File: src/sv/lcgr_pkg.sv
`default_nettype none

package lcgr_pkg;

    // Request codes
    localparam logic [1:0] REQ_UNSIGNED = 2'd0;
    localparam logic [1:0] REQ_SIGNED   = 2'd1;
    localparam logic [1:0] REQ_RESTART  = 2'd2;

    localparam int unsigned WORD_W   = 32;
    localparam int unsigned DIV_STEPS = WORD_W;
    localparam int unsigned CNT_W    = $clog2(DIV_STEPS);

    localparam logic [WORD_W-1:0] LCG_MULT   = 32'd10807;
    localparam logic [WORD_W-1:0] LCG_INCR   = 32'd1;
    localparam logic [WORD_W-1:0] SEED_RESET = 32'd1;
    localparam logic [WORD_W-1:0] SIGN_FLIP  = 32'h8000_0000;

    typedef struct packed {
        logic [1:0]        req_type;
        logic [WORD_W-1:0] low_bound;
        logic [WORD_W-1:0] high_bound;
    } t_req;

    typedef struct packed {
        logic [WORD_W-1:0] value;
        logic              range_error;
    } t_res;

    // Controller to datapath
    typedef struct packed {
        logic load;      // latch request fields
        logic advance;   // step generator word and seed the divider
        logic div_step;  // one restoring-division step
        logic out_load;  // write the result register
    } t_cmd;

    // Datapath to controller
    typedef struct packed {
        logic draw_ok;   // latched request is a draw with a non-empty range
        logic out_free;  // result register can take a new transaction
    } t_status;

endpackage

`default_nettype wire

File: src/sv/lcgr_ctrl.sv
`default_nettype none

module lcgr_ctrl (
    input  wire logic            i_clk,
    input  wire logic            i_rst_n,
    input  wire logic            i_in_valid,
    output logic                 o_in_stall,
    input  wire lcgr_pkg::t_status i_status,
    output lcgr_pkg::t_cmd       o_cmd
);
    import lcgr_pkg::*;

    typedef enum logic [3:0] {
        S_IDLE = 4'b0001,
        S_ADV  = 4'b0010,
        S_DIV  = 4'b0100,
        S_OUT  = 4'b1000
    } t_state;

    t_state            r_state, n_state;
    logic [CNT_W-1:0]  r_cnt, n_cnt;
    logic              w_last;

    assign w_last     = (r_cnt == CNT_W'(DIV_STEPS - 1));
    assign o_in_stall = (r_state != S_IDLE);

    always_comb begin
        n_state = r_state;
        n_cnt   = r_cnt;
        o_cmd   = '0;
        case (r_state)
            S_IDLE: begin
                if (i_in_valid) begin
                    o_cmd.load = 1'b1;
                    n_state    = S_ADV;
                end
            end
            S_ADV: begin
                if (i_status.draw_ok) begin
                    o_cmd.advance = 1'b1;
                    n_cnt         = '0;
                    n_state       = S_DIV;
                end else begin
                    n_state = S_OUT;
                end
            end
            S_DIV: begin
                o_cmd.div_step = 1'b1;
                n_cnt          = r_cnt + CNT_W'(1);
                if (w_last) begin
                    n_state = S_OUT;
                end
            end
            S_OUT: begin
                if (i_status.out_free) begin
                    o_cmd.out_load = 1'b1;
                    n_state        = S_IDLE;
                end
            end
            default: begin
                n_state = S_IDLE;
            end
        endcase
    end

    always_ff @(posedge i_clk) begin
        if (!i_rst_n) begin
            r_state <= S_IDLE;
            r_cnt   <= '0;
        end else begin
            r_state <= n_state;
            r_cnt   <= n_cnt;
        end
    end

    a_out_needs_room: assert property (@(posedge i_clk) disable iff (!i_rst_n)
        o_cmd.out_load |-> i_status.out_free)
        else $error("result written while result register still occupied");

    a_accept_starts: assert property (@(posedge i_clk) disable iff (!i_rst_n)
        (i_in_valid && !o_in_stall) |=> (r_state == S_ADV))
        else $error("accepted transaction did not start processing");

    a_cnt_idle_zero: assert property (@(posedge i_clk) disable iff (!i_rst_n)
        (r_state != S_DIV) |-> (r_cnt == '0))
        else $error("step counter not cleared outside division");

endmodule

`default_nettype wire

File: src/sv/lcgr_dpath.sv
`default_nettype none

module lcgr_dpath (
    input  wire logic              i_clk,
    input  wire logic              i_rst_n,
    input  wire logic              i_cfg_we,
    input  wire logic [31:0]       i_cfg_wdata,
    input  wire lcgr_pkg::t_req    i_req,
    input  wire lcgr_pkg::t_cmd    i_cmd,
    output lcgr_pkg::t_status      o_status,
    input  wire logic              i_out_stall,
    output logic                   o_out_valid,
    output lcgr_pkg::t_res         o_out_data
);
    import lcgr_pkg::*;

    logic [WORD_W-1:0] r_seed, r_word, r_lo, r_span, r_dvd, r_rem;
    logic              r_err, r_draw_ok, r_out_valid;
    t_res              r_out_data;

    logic              w_is_draw, w_signed, w_ok;
    logic [WORD_W-1:0] w_next_word;
    logic [WORD_W:0]   w_shift, w_diff;
    logic [WORD_W-1:0] w_rem_next;

    assign w_is_draw = (i_req.req_type == REQ_UNSIGNED) || (i_req.req_type == REQ_SIGNED);
    assign w_signed  = (i_req.req_type == REQ_SIGNED);
    assign w_ok = w_signed ? ((i_req.high_bound ^ SIGN_FLIP) > (i_req.low_bound ^ SIGN_FLIP))
                           : (i_req.high_bound > i_req.low_bound);

    assign w_next_word = r_word * LCG_MULT + LCG_INCR;

    assign w_shift    = {r_rem, r_dvd[WORD_W-1]};
    assign w_diff     = w_shift - {1'b0, r_span};
    assign w_rem_next = w_diff[WORD_W] ? w_shift[WORD_W-1:0] : w_diff[WORD_W-1:0];

    assign o_status.draw_ok  = r_draw_ok;
    assign o_status.out_free = !r_out_valid || !i_out_stall;
    assign o_out_valid       = r_out_valid;
    assign o_out_data        = r_out_data;

    always_ff @(posedge i_clk) begin
        if (!i_rst_n) begin
            r_seed      <= SEED_RESET;
            r_word      <= SEED_RESET;
            r_err       <= 1'b0;
            r_draw_ok   <= 1'b0;
            r_out_valid <= 1'b0;
        end else begin
            if (i_cfg_we) begin
                r_seed <= i_cfg_wdata;
                r_word <= i_cfg_wdata;
            end else if (i_cmd.load && (i_req.req_type == REQ_RESTART)) begin
                r_word <= r_seed;
            end else if (i_cmd.advance) begin
                r_word <= w_next_word;
            end

            if (i_cmd.load) begin
                r_err     <= w_is_draw && !w_ok;
                r_draw_ok <= w_is_draw && w_ok;
            end

            if (i_cmd.out_load) begin
                r_out_valid <= 1'b1;
            end else if (!i_out_stall) begin
                r_out_valid <= 1'b0;
            end
        end
    end

    always_ff @(posedge i_clk) begin
        if (i_cmd.load) begin
            r_lo   <= i_req.low_bound;
            r_span <= i_req.high_bound - i_req.low_bound;
        end
        if (i_cmd.advance) begin
            r_dvd <= w_next_word;
            r_rem <= '0;
        end else if (i_cmd.div_step) begin
            r_dvd <= {r_dvd[WORD_W-2:0], 1'b0};
            r_rem <= w_rem_next;
        end
        if (i_cmd.out_load) begin
            r_out_data.value       <= r_draw_ok ? (r_lo + r_rem) : '0;
            r_out_data.range_error <= r_err;
        end
    end

    a_rem_below_span: assert property (@(posedge i_clk) disable iff (!i_rst_n)
        i_cmd.div_step |-> (r_rem < r_span))
        else $error("partial remainder reached the span");

    a_error_gives_zero: assert property (@(posedge i_clk) disable iff (!i_rst_n)
        (i_cmd.out_load && r_err) |=> (o_out_data.value == '0) && o_out_data.range_error)
        else $error("range error result not zero");

    a_restart_reload: assert property (@(posedge i_clk) disable iff (!i_rst_n)
        (i_cmd.load && (i_req.req_type == REQ_RESTART) && !i_cfg_we)
        |=> (r_word == $past(r_seed)))
        else $error("restart did not reload generator word");

endmodule

`default_nettype wire

File: src/sv/lcg_range_random_top.sv
`default_nettype none

// Channel  | Direction | Valid       | Stall        | Payload
// request  | in        | i_in_valid  | o_in_stall   | i_in_data  (t_req)
// result   | out       | o_out_valid | i_out_stall  | o_out_data (t_res)
// seed     | in        | i_cfg_we    | (none)       | i_cfg_wdata
//
// A draw latches its request on the accepting edge, then steps the generator word,
// runs the bit-per-cycle restoring divider and adds the lower bound into the result
// register. The next request is accepted only once that result has been written.
// Restart, empty ranges and unused codes skip the generator step and the divider.
// Reset loads seed and generator word with 1 and empties the result register.
// A waiting result does not block acceptance; only the final write waits on it,
// for as long as the held result stays stalled.

module lcg_range_random_top (
    input  wire logic            i_clk,
    input  wire logic            i_rst_n,
    input  wire logic            i_in_valid,
    output logic                 o_in_stall,
    input  wire lcgr_pkg::t_req  i_in_data,
    output logic                 o_out_valid,
    input  wire logic            i_out_stall,
    output lcgr_pkg::t_res       o_out_data,
    input  wire logic            i_cfg_we,
    input  wire logic [31:0]     i_cfg_wdata
);
    import lcgr_pkg::*;

    // command and status between sequencer and datapath
    t_cmd    w_cmd;
    t_status w_status;

    // sequencer: accept, advance, divide, write back
    lcgr_ctrl u_ctrl (
        .i_clk      (i_clk),
        .i_rst_n    (i_rst_n),
        .i_in_valid (i_in_valid),
        .o_in_stall (o_in_stall),
        .i_status   (w_status),
        .o_cmd      (w_cmd)
    );

    // datapath: seed, generator word, divider and result register
    lcgr_dpath u_dpath (
        .i_clk       (i_clk),
        .i_rst_n     (i_rst_n),
        .i_cfg_we    (i_cfg_we),
        .i_cfg_wdata (i_cfg_wdata),
        .i_req       (i_in_data),
        .i_cmd       (w_cmd),
        .o_status    (w_status),
        .i_out_stall (i_out_stall),
        .o_out_valid (o_out_valid),
        .o_out_data  (o_out_data)
    );

endmodule

`default_nettype wire

File: config.mk
export PLATFORM = sky130hd
export DESIGN_NAME = lcg_range_random_top
export DESIGN_NICKNAME = d
export VERILOG_FILES = /design/src/sv/lcgr_pkg.sv /design/src/sv/lcgr_ctrl.sv /design/src/sv/lcgr_dpath.sv /design/src/sv/lcg_range_random_top.sv
export SDC_FILE = /design/constraint.sdc
export NUM_CORES = 1
export LEC_CHECK = 0
export BUFFER_PORTS_ARGS = -buffer_cell sky130_fd_sc_hd__buf_2
export CORE_UTILIZATION = 45
export DETAILED_ROUTE_END_ITERATION = 10
export GPL_ROUTABILITY_DRIVEN = 0
export GPL_TIMING_DRIVEN = 0
export SYNTH_ARGS = -nofsm -noshare
export SYNTH_HDL_FRONTEND = slang
export SYNTH_SLANG_ARGS = --single-unit
File: constraint.sdc
create_clock -name i_clk -period 6.1 [get_ports i_clk]
set_input_delay 0.915 -clock i_clk [delete_from_list [all_inputs] [get_ports i_clk]]
set_output_delay 0.915 -clock i_clk [all_outputs]
set_load 0.005 [all_outputs]
==> results of run 1 <==
==> path summary, 6_finish.rpt <==
path | start | endpoint | slack [ns] | depth (start not counted)
worst max-delay path | u_dpath.r_word[9]$_SDFFE_PN0P_ | u_dpath.r_dvd[17]$_DFFE_PP_ | 0.26 | 21
worst min-delay path | u_dpath.r_err$_SDFFE_PN0P_ | u_dpath.o_out_data[0]$_DFFE_PP_ | 0.43 | 0
worst max register to register | u_dpath.r_word[9]$_SDFFE_PN0P_ | u_dpath.r_dvd[17]$_DFFE_PP_ | 0.26 | 21
worst min register to register | u_dpath.r_err$_SDFFE_PN0P_ | u_dpath.o_out_data[0]$_DFFE_PP_ | 0.43 | 0
==> registers in the layout, indices dropped and copies added, names as in the netlist, 4 cells and up <==
signal / count
u_dpath.r_seed: 32
u_dpath.r_dvd: 32
u_dpath.r_span: 32
u_dpath.r_word: 32
u_dpath.r_lo: 32
u_ctrl.r_state: 4
u_ctrl.r_cnt: 5
u_dpath.o_out_data: 33
u_dpath.r_rem: 32
==> layout by cell type, fill, tap and decap left out, types with 10 or more instances in the layout <==
| cell | netlist | final |
|---|---|---|
| a31oi_1 | 17 | 17 |
| nor3_1 | 25 | 25 |
| o211ai_1 | 15 | 15 |
| a21oi_1 | 143 | 142 |
| o21a_1 | 15 | 15 |
| mux2i_1 | 49 | 49 |
| fa_1 | 134 | 134 |
| a211oi_1 | 13 | 13 |
| edfxtp_1 | 129 | 129 |
| a21o_1 | 73 | 73 |
| and3_1 | 24 | 24 |
| nor2b_1 | 15 | 14 |
| xnor2_1 | 79 | 79 |
| nand4_1 | 12 | 12 |
| o31ai_1 | 12 | 12 |
| o21ai_1 | 34 | 33 |
| clkbuf_16 | 0 | 29 |
| o21ai_0 | 86 | 86 |
| buf_1 | 10 | 10 |
| ha_1 | 205 | 204 |
| dfxtp_1 | 108 | 101 |
| and2_1 | 25 | 25 |
| nand2_1 | 213 | 213 |
| buf_2 | 2 | 138 |
| inv_1 | 358 | 357 |
| xor2_1 | 39 | 39 |
| nand3_1 | 43 | 43 |
| o21bai_1 | 11 | 11 |
| nor2_1 | 99 | 99 |
| nand2b_1 | 13 | 13 |
| clkbuf_1 | 42 | 48 |
==> layer usage <==
layer	up-vias	wire [um]	GRT usage [%]
met5	-	0	0
met4	0	1820	8.70
met3	101	2270	1.84
met2	424	25200	41.1
met1	7378	23600	31.7
li1	7624	-	-
==> timing repair <==
item	in CTS	in global routing
setup endpoints to repair	3	17
endpoints found under the hold margin	0	0
pin swaps	0	1
gates resized for setup	1	13
==> kinds of logic (layout without fill, tap and decap cells) <==
logic type	after synthesis	count (layout)	share of synthesized area, %
DFF	237	237	30.5
other	0	2	0
xor gates and xnor gates	119	119	5.37
muxes	49	49	2.48
and+or+nand+nor	501	501	11.6
adders and majority gates	339	339	26.5
buffers and inverters	415	601	8.01
AOI/OAI and AO/OA	483	483	15.4
==> power by group <==
group | total [uW] | internal, uW | leakage [uW] | switching [uW]
combinational | 8110 | 3190 | 0.00826 | 4910
sequential | 1940 | 1820 | 0.00213 | 118
clock | 1700 | 1030 | 0.000457 | 671
==> through the flow <==
stage               hold WS [ns]  utilization, %
global placement           0.416            49.1
floorplan                  0.408               -
global route               0.449            51.4
detailed placement         0.420            49.2
CTS                        0.435            51.3
finish                     0.433            51.4
==> final cells by class <==
cell class | count | area share [%]
clock inverter | 9 | 0.586
multi-input combinational | 1491 | 54.9
sequential | 237 | 27.2
timing repair buffer | 138 | 3.28
inverter | 358 | 6.05
buffer | 57 | 1.08
antenna | 2 | 0.0225
clock buffer | 39 | 3.58
tap | 585 | 3.30
==> flow_metrics.env, run 1 <==
export IMPL_run_status="complete, no violations"
export IMPL_endpoint_kind="flip-flop"
export IMPL_cts_tree="done"
export IMPL_vias=15500
export IMPL_ant_nets=0
export IMPL_antenna_found_initial=1
export IMPL_max_slew_margin_pct=15.9
export IMPL_grt_pass1_wl_um=83000
export IMPL_synthDistinctLibCells=72
export IMPL_ys_async_sr_fraction_pct=0
export IMPL_die_w_um=212
export IMPL_die_y_um=212
export IMPL_drv_cap=0
export IMPL_tns_ns=0
export IMPL_hold_buffers=0
export IMPL_total_power_uw=11700
export IMPL_cpPeakStageDelay_ns=0.56
export IMPL_start_util_pct=45.8
export IMPL_hold_path_class="flip-flop to flip-flop"
export IMPL_critPathLaunchType="flip-flop"
export IMPL_synthMostInstantiatedCell="inv_1"
export IMPL_clkSinkCount=237
export IMPL_pin_count=138
export IMPL_critPathTopFamily="adder cells"
export IMPL_rows=76
export IMPL_nNetsFinal=2751
export IMPL_drive_gt1_share_pct=9.06
export IMPL_clockRootBuffer="clkbuf_16"
export IMPL_htree_levels=1
export IMPL_routed_via_density=5.32
export IMPL_finalSetupViolations=0
export IMPL_nFillCells=4101
export IMPL_dr_pass1_iters=7
export IMPL_grt_pass1_vias=15500
export IMPL_dp_hpwl_um=43400
export IMPL_dpl_cell_count=2866
export IMPL_ys_warn_count=0
export IMPL_core_area_sq_um=43200
export IMPL_multiInputGateArea_sq_um=12200
export IMPL_finalHoldViolCount=0
export IMPL_crit_fanout=6
export IMPL_ys_flop_type="edfxtp_1"
export IMPL_cp_arrival_ns=6.13
export IMPL_period_needed_ns=5.84
export IMPL_crit_chain="ha_4 -> inv_1 -> fa_1 -> inv_1 -> ha_1 -> fa_1 -> fa_1 -> inv_1 -> fa_1 -> inv_1 -> ha_1 -> a21o_1 -> a21o_1 -> o21ai_1 -> nor2b_2 -> nand2_1 -> a21o_1 -> a31oi_1 -> nor2b_1 -> xor2_1 -> o21ai_0"
export IMPL_grt_max_degree=43
export IMPL_synth_area_leaders="edfxtp_1, fa_1, ha_1"
export IMPL_path_class="flip-flop to flip-flop"
export IMPL_synthTopCellsByCount="inv_1, nand2_1, ha_1"
export IMPL_skew_ns=0.0177
export IMPL_grtUsageTotal_pct=24.0
export IMPL_period_share_pct=95.8
export IMPL_slew_violations=0
export IMPL_clock_fmax_mhz=171
export IMPL_slowest_stage="fa_1"
export IMPL_syn_to_final_growth_pct=12.4
export IMPL_peakVddDrop_uv=494
export IMPL_post_place_ws_ns=-0.0474
export IMPL_syn_inst=2143
export IMPL_p_leak_uw=0.0108
export IMPL_clockBufferDepth=3
export IMPL_syn_area_per_cell_sq_um=9.22
export IMPL_seq_area_sq_um=6050
export IMPL_avgRoutedWirePerCell_um=18.1
export IMPL_design_area_sq_um=22200
export IMPL_synth_top_area_share_pct=19.6
export IMPL_syn_area_sq_um=19800
export IMPL_yosysTopAreaCell="edfxtp_1"
export IMPL_post_cts_setup_buffers=0
export IMPL_path_buf_inv=4
export IMPL_grt_overflow=0
export IMPL_clock_latency_ns=0.55
export IMPL_synth_fp_nets=2585
export IMPL_seq_area_frac_synth_pct=30.5
export IMPL_postPlaceCellArea_sq_um=21200
export IMPL_drtIter0Drc=1037
export IMPL_stdcell_count=2916
export IMPL_setup_ws_ns=0.258
export IMPL_drt_total_wl_um=52900
export IMPL_required_ns=6.39
export IMPL_path_clk_slew_ns=0.06
export IMPL_ys_ff_latch=237
export IMPL_dieArea_sq_um=44800
export IMPL_io_buffer_count=136
export IMPL_numCtsBuffers=26
export IMPL_drc=0
export IMPL_worst_pin_slew_ns=1.26
export IMPL_synth_edf_count=129
export IMPL_p_per_area_nw_per_um2=529
(Power assumes the default switching activity.)
==> inputs of run 2 (changes only) <==
--- a/config.mk
+++ b/config.mk
@@ -10,6 +10,7 @@
 export DETAILED_ROUTE_END_ITERATION = 10
 export GPL_ROUTABILITY_DRIVEN = 0
 export GPL_TIMING_DRIVEN = 0
+export SLEW_MARGIN = 20
 export SYNTH_ARGS = -nofsm -noshare
 export SYNTH_HDL_FRONTEND = slang
 export SYNTH_SLANG_ARGS = --single-unit
==> constraint.sdc (replaced) <==
create_clock -name i_clk -period 6.1 [get_ports i_clk]
set_input_delay 0.61 -clock i_clk [delete_from_list [all_inputs] [get_ports i_clk]]
set_output_delay 0.61 -clock i_clk [all_outputs]
set_load 0.005 [all_outputs]
==> run 2 against run 1 <==
  * Clock skew rose by 0.0062 ns
  * Register-to-register slack barely moved
  * Final cell count barely moved
  * Sequential share of layout area barely moved
  * Via count fell by 0.43%
  * Die area did not move
  * Setup slack barely moved
  * Sequential power barely moved
  * Critical endpoint is now u_dpath.r_word[29]$_SDFFE_PN0P_
  * Largest cell class unchanged
  * Highest routed layer unchanged
==> flow_metrics.env, run 2 (synthesized netlist as in run 1, its figures left out) <==
export IMPL_run_status="complete, no violations"
export IMPL_drt_total_wl_um=52500
export IMPL_vias=15500
export IMPL_wl_met3_um=2420
export IMPL_skew_ns=0.0239
export IMPL_period_share_pct=95.8
export IMPL_switching_power_uw=5650
export IMPL_grtUsageTotal_pct=23.9
export IMPL_start_util_pct=45.8
export IMPL_nNetsFinal=2751
export IMPL_grt_max_degree=47
export IMPL_largest_register_ffs=33
export IMPL_cpPeakStageDelay_ns=0.54
export IMPL_post_cts_setup_buffers=0
export IMPL_met1_length_um=23300
export IMPL_crit_fanout=7
export IMPL_swShare_pct=48.5
export IMPL_dpl_cell_count=2866
export IMPL_slowest_stage="fa_1"
export IMPL_grt_pass1_vias=15400
export IMPL_rows=76
export IMPL_final_cell_mix="inv_1, nand2_1, ha_1"
export IMPL_nFillCells=4067
export IMPL_worst_pin_slew_ns=1.08
export IMPL_clockBufferDepth=3
export IMPL_drive_gt1_share_pct=9.27
export IMPL_finalSetupViolations=0
export IMPL_drtIter0Drc=1095
export IMPL_ant_nets=0
export IMPL_p_per_area_nw_per_um2=525
export IMPL_critPathLaunchType="flip-flop"
export IMPL_cts_tree="done"
export IMPL_hold_path_class="input pin to flip-flop"
export IMPL_crit_chain="ha_1 -> xor2_1 -> ha_1 -> fa_1 -> fa_1 -> fa_1 -> inv_1 -> fa_1 -> inv_1 -> ha_1 -> a21o_1 -> a21o_1 -> a21o_1 -> nand3_1 -> nand2_1 -> o21ai_4 -> a21oi_1 -> or2_1 -> nor4b_1 -> and4b_1"
export IMPL_top_layer_used="met4"
export IMPL_holdPathStages=1
export IMPL_r2r_cells=20
export IMPL_routed_via_density=5.30
export IMPL_grt_overflow=0
export IMPL_r2r_start="u_dpath.r_word[4]$_SDFFE_PN0P_"
export IMPL_path_buf_inv=2
export IMPL_drv_cap=0
export IMPL_avgRoutedWirePerCell_um=18.0
export IMPL_peakVddDrop_uv=560
export IMPL_met2_length_um=25300
export IMPL_dieArea_sq_um=44800
export IMPL_required_ns=6.54
export IMPL_p_leak_uw=0.0108
export IMPL_critPathTopFamily="adder cells"
export IMPL_die_y_um=212
export IMPL_total_power_uw=11700
export IMPL_path_clk_slew_ns=0.06
export IMPL_rrSetupSlack_ns=0.26
export IMPL_layout_commonest_cell="inv_1"
export IMPL_cp_endpoint="u_dpath.r_word[29]$_SDFFE_PN0P_"
export IMPL_clkSinkCount=237
export IMPL_clock_latency_ns=0.55
export IMPL_crit_path_start="u_dpath.r_word[4]$_SDFFE_PN0P_"
export IMPL_hold_buffers=0
export IMPL_cp_arrival_ns=6.29
export IMPL_pwr_share_seq_pct=16.6
export IMPL_dp_hpwl_um=43300
export IMPL_slew_violations=0
export IMPL_r2r_end="u_dpath.r_word[29]$_SDFFE_PN0P_"
export IMPL_pwr_share_clk_pct=14.2
export IMPL_whs_ns=0.264
export IMPL_tns_ns=0
export IMPL_finalHoldViolCount=0
export IMPL_antenna_found_initial=1
export IMPL_stdcell_count=2918
export IMPL_htree_levels=1
export IMPL_endpoint_kind="flip-flop"
export IMPL_path_class="flip-flop to flip-flop"
export IMPL_seq_area_sq_um=6050
export IMPL_multiInputGateArea_sq_um=12200
export IMPL_grt_pass1_wl_um=83100
export IMPL_numCtsBuffers=26
export IMPL_max_slew_margin_pct=27.3
export IMPL_clockRootBuffer="clkbuf_16"
export IMPL_clock_fmax_mhz=171
export IMPL_dr_pass1_iters=5
export IMPL_period_needed_ns=5.84
export IMPL_io_buffer_count=136
export IMPL_final_util_pct=51.4
export IMPL_drc=0
export IMPL_pin_count=138
export IMPL_die_w_um=212
export IMPL_syn_to_final_growth_pct=12.4
export IMPL_pwr_share_comb_pct=69.2
export IMPL_p_int_uw=6000
export IMPL_crit_top_cell="fa_1"
export IMPL_crit_cells=20
export IMPL_core_area_sq_um=43200
## run 2: per-layer routing
| layer | vias up | GRT usage [%] |
|---|---|---|
| li1 | 7628 | - |
| met1 | 7351 | 31.4 |
| met2 | 390 | 41.8 |
| met3 | 91 | 2.17 |
| met4 | 0 | 6.92 |
| met5 | - | 0 |
## run 2: layout make-up
type                            count  share of cell area (%)
Clock buffer                       34                    3.39
Antenna cell                        4                  0.0451
Multi-Input combinational cell   1491                    54.9
Timing Repair Buffer              138                    3.31
Sequential cell                   237                    27.3
Tap cell                          585                    3.30
Clock inverter                     14                   0.682
Buffer                             57                    1.08
Inverter                          358                    6.06
## run 2: what timing repair did
item	4_1_cts	5_1_grt
resized for setup	5	12
endpoints found under the setup margin	2	14
pin swaps	0	1
## run 2: power groups by stage
stage                     sequential (uW)  combinational, uW  clock (uW)
after global routing                 1950               9110        1750
after floorplan                      1920               5980           0
final                                1940               8060        1660
after global placement               1970               7810           0
after detailed placement             1960               7920           0
after CTS                            1930               7990        1680
## run 2: worst min-delay path by stage
stage / from / to / slack (ns)
floorplan: u_dpath.r_err$_SDFFE_PN0P_ / u_dpath.o_out_data[0]$_DFFE_PP_ / 0.41
global placement: u_dpath.r_err$_SDFFE_PN0P_ / u_dpath.o_out_data[0]$_DFFE_PP_ / 0.42
detailed placement: u_dpath.r_err$_SDFFE_PN0P_ / u_dpath.o_out_data[0]$_DFFE_PP_ / 0.42
CTS: i_in_data[45] / u_dpath.r_lo[13]$_DFFE_PP_ / 0.25
global route: i_in_data[39] / u_dpath.r_lo[7]$_DFFE_PP_ / 0.26
finish: i_in_data[35] / u_dpath.r_lo[3]$_DFFE_PP_ / 0.26
## run 2: metrics by stage
stage               setup slack [ns]  area, sq um
floorplan                      0.614        19800
global placement              0.0338        21200
detailed placement           -0.0519        21200
CTS                            0.103        22200
global route                -0.00167        22200
finish                         0.258        22200
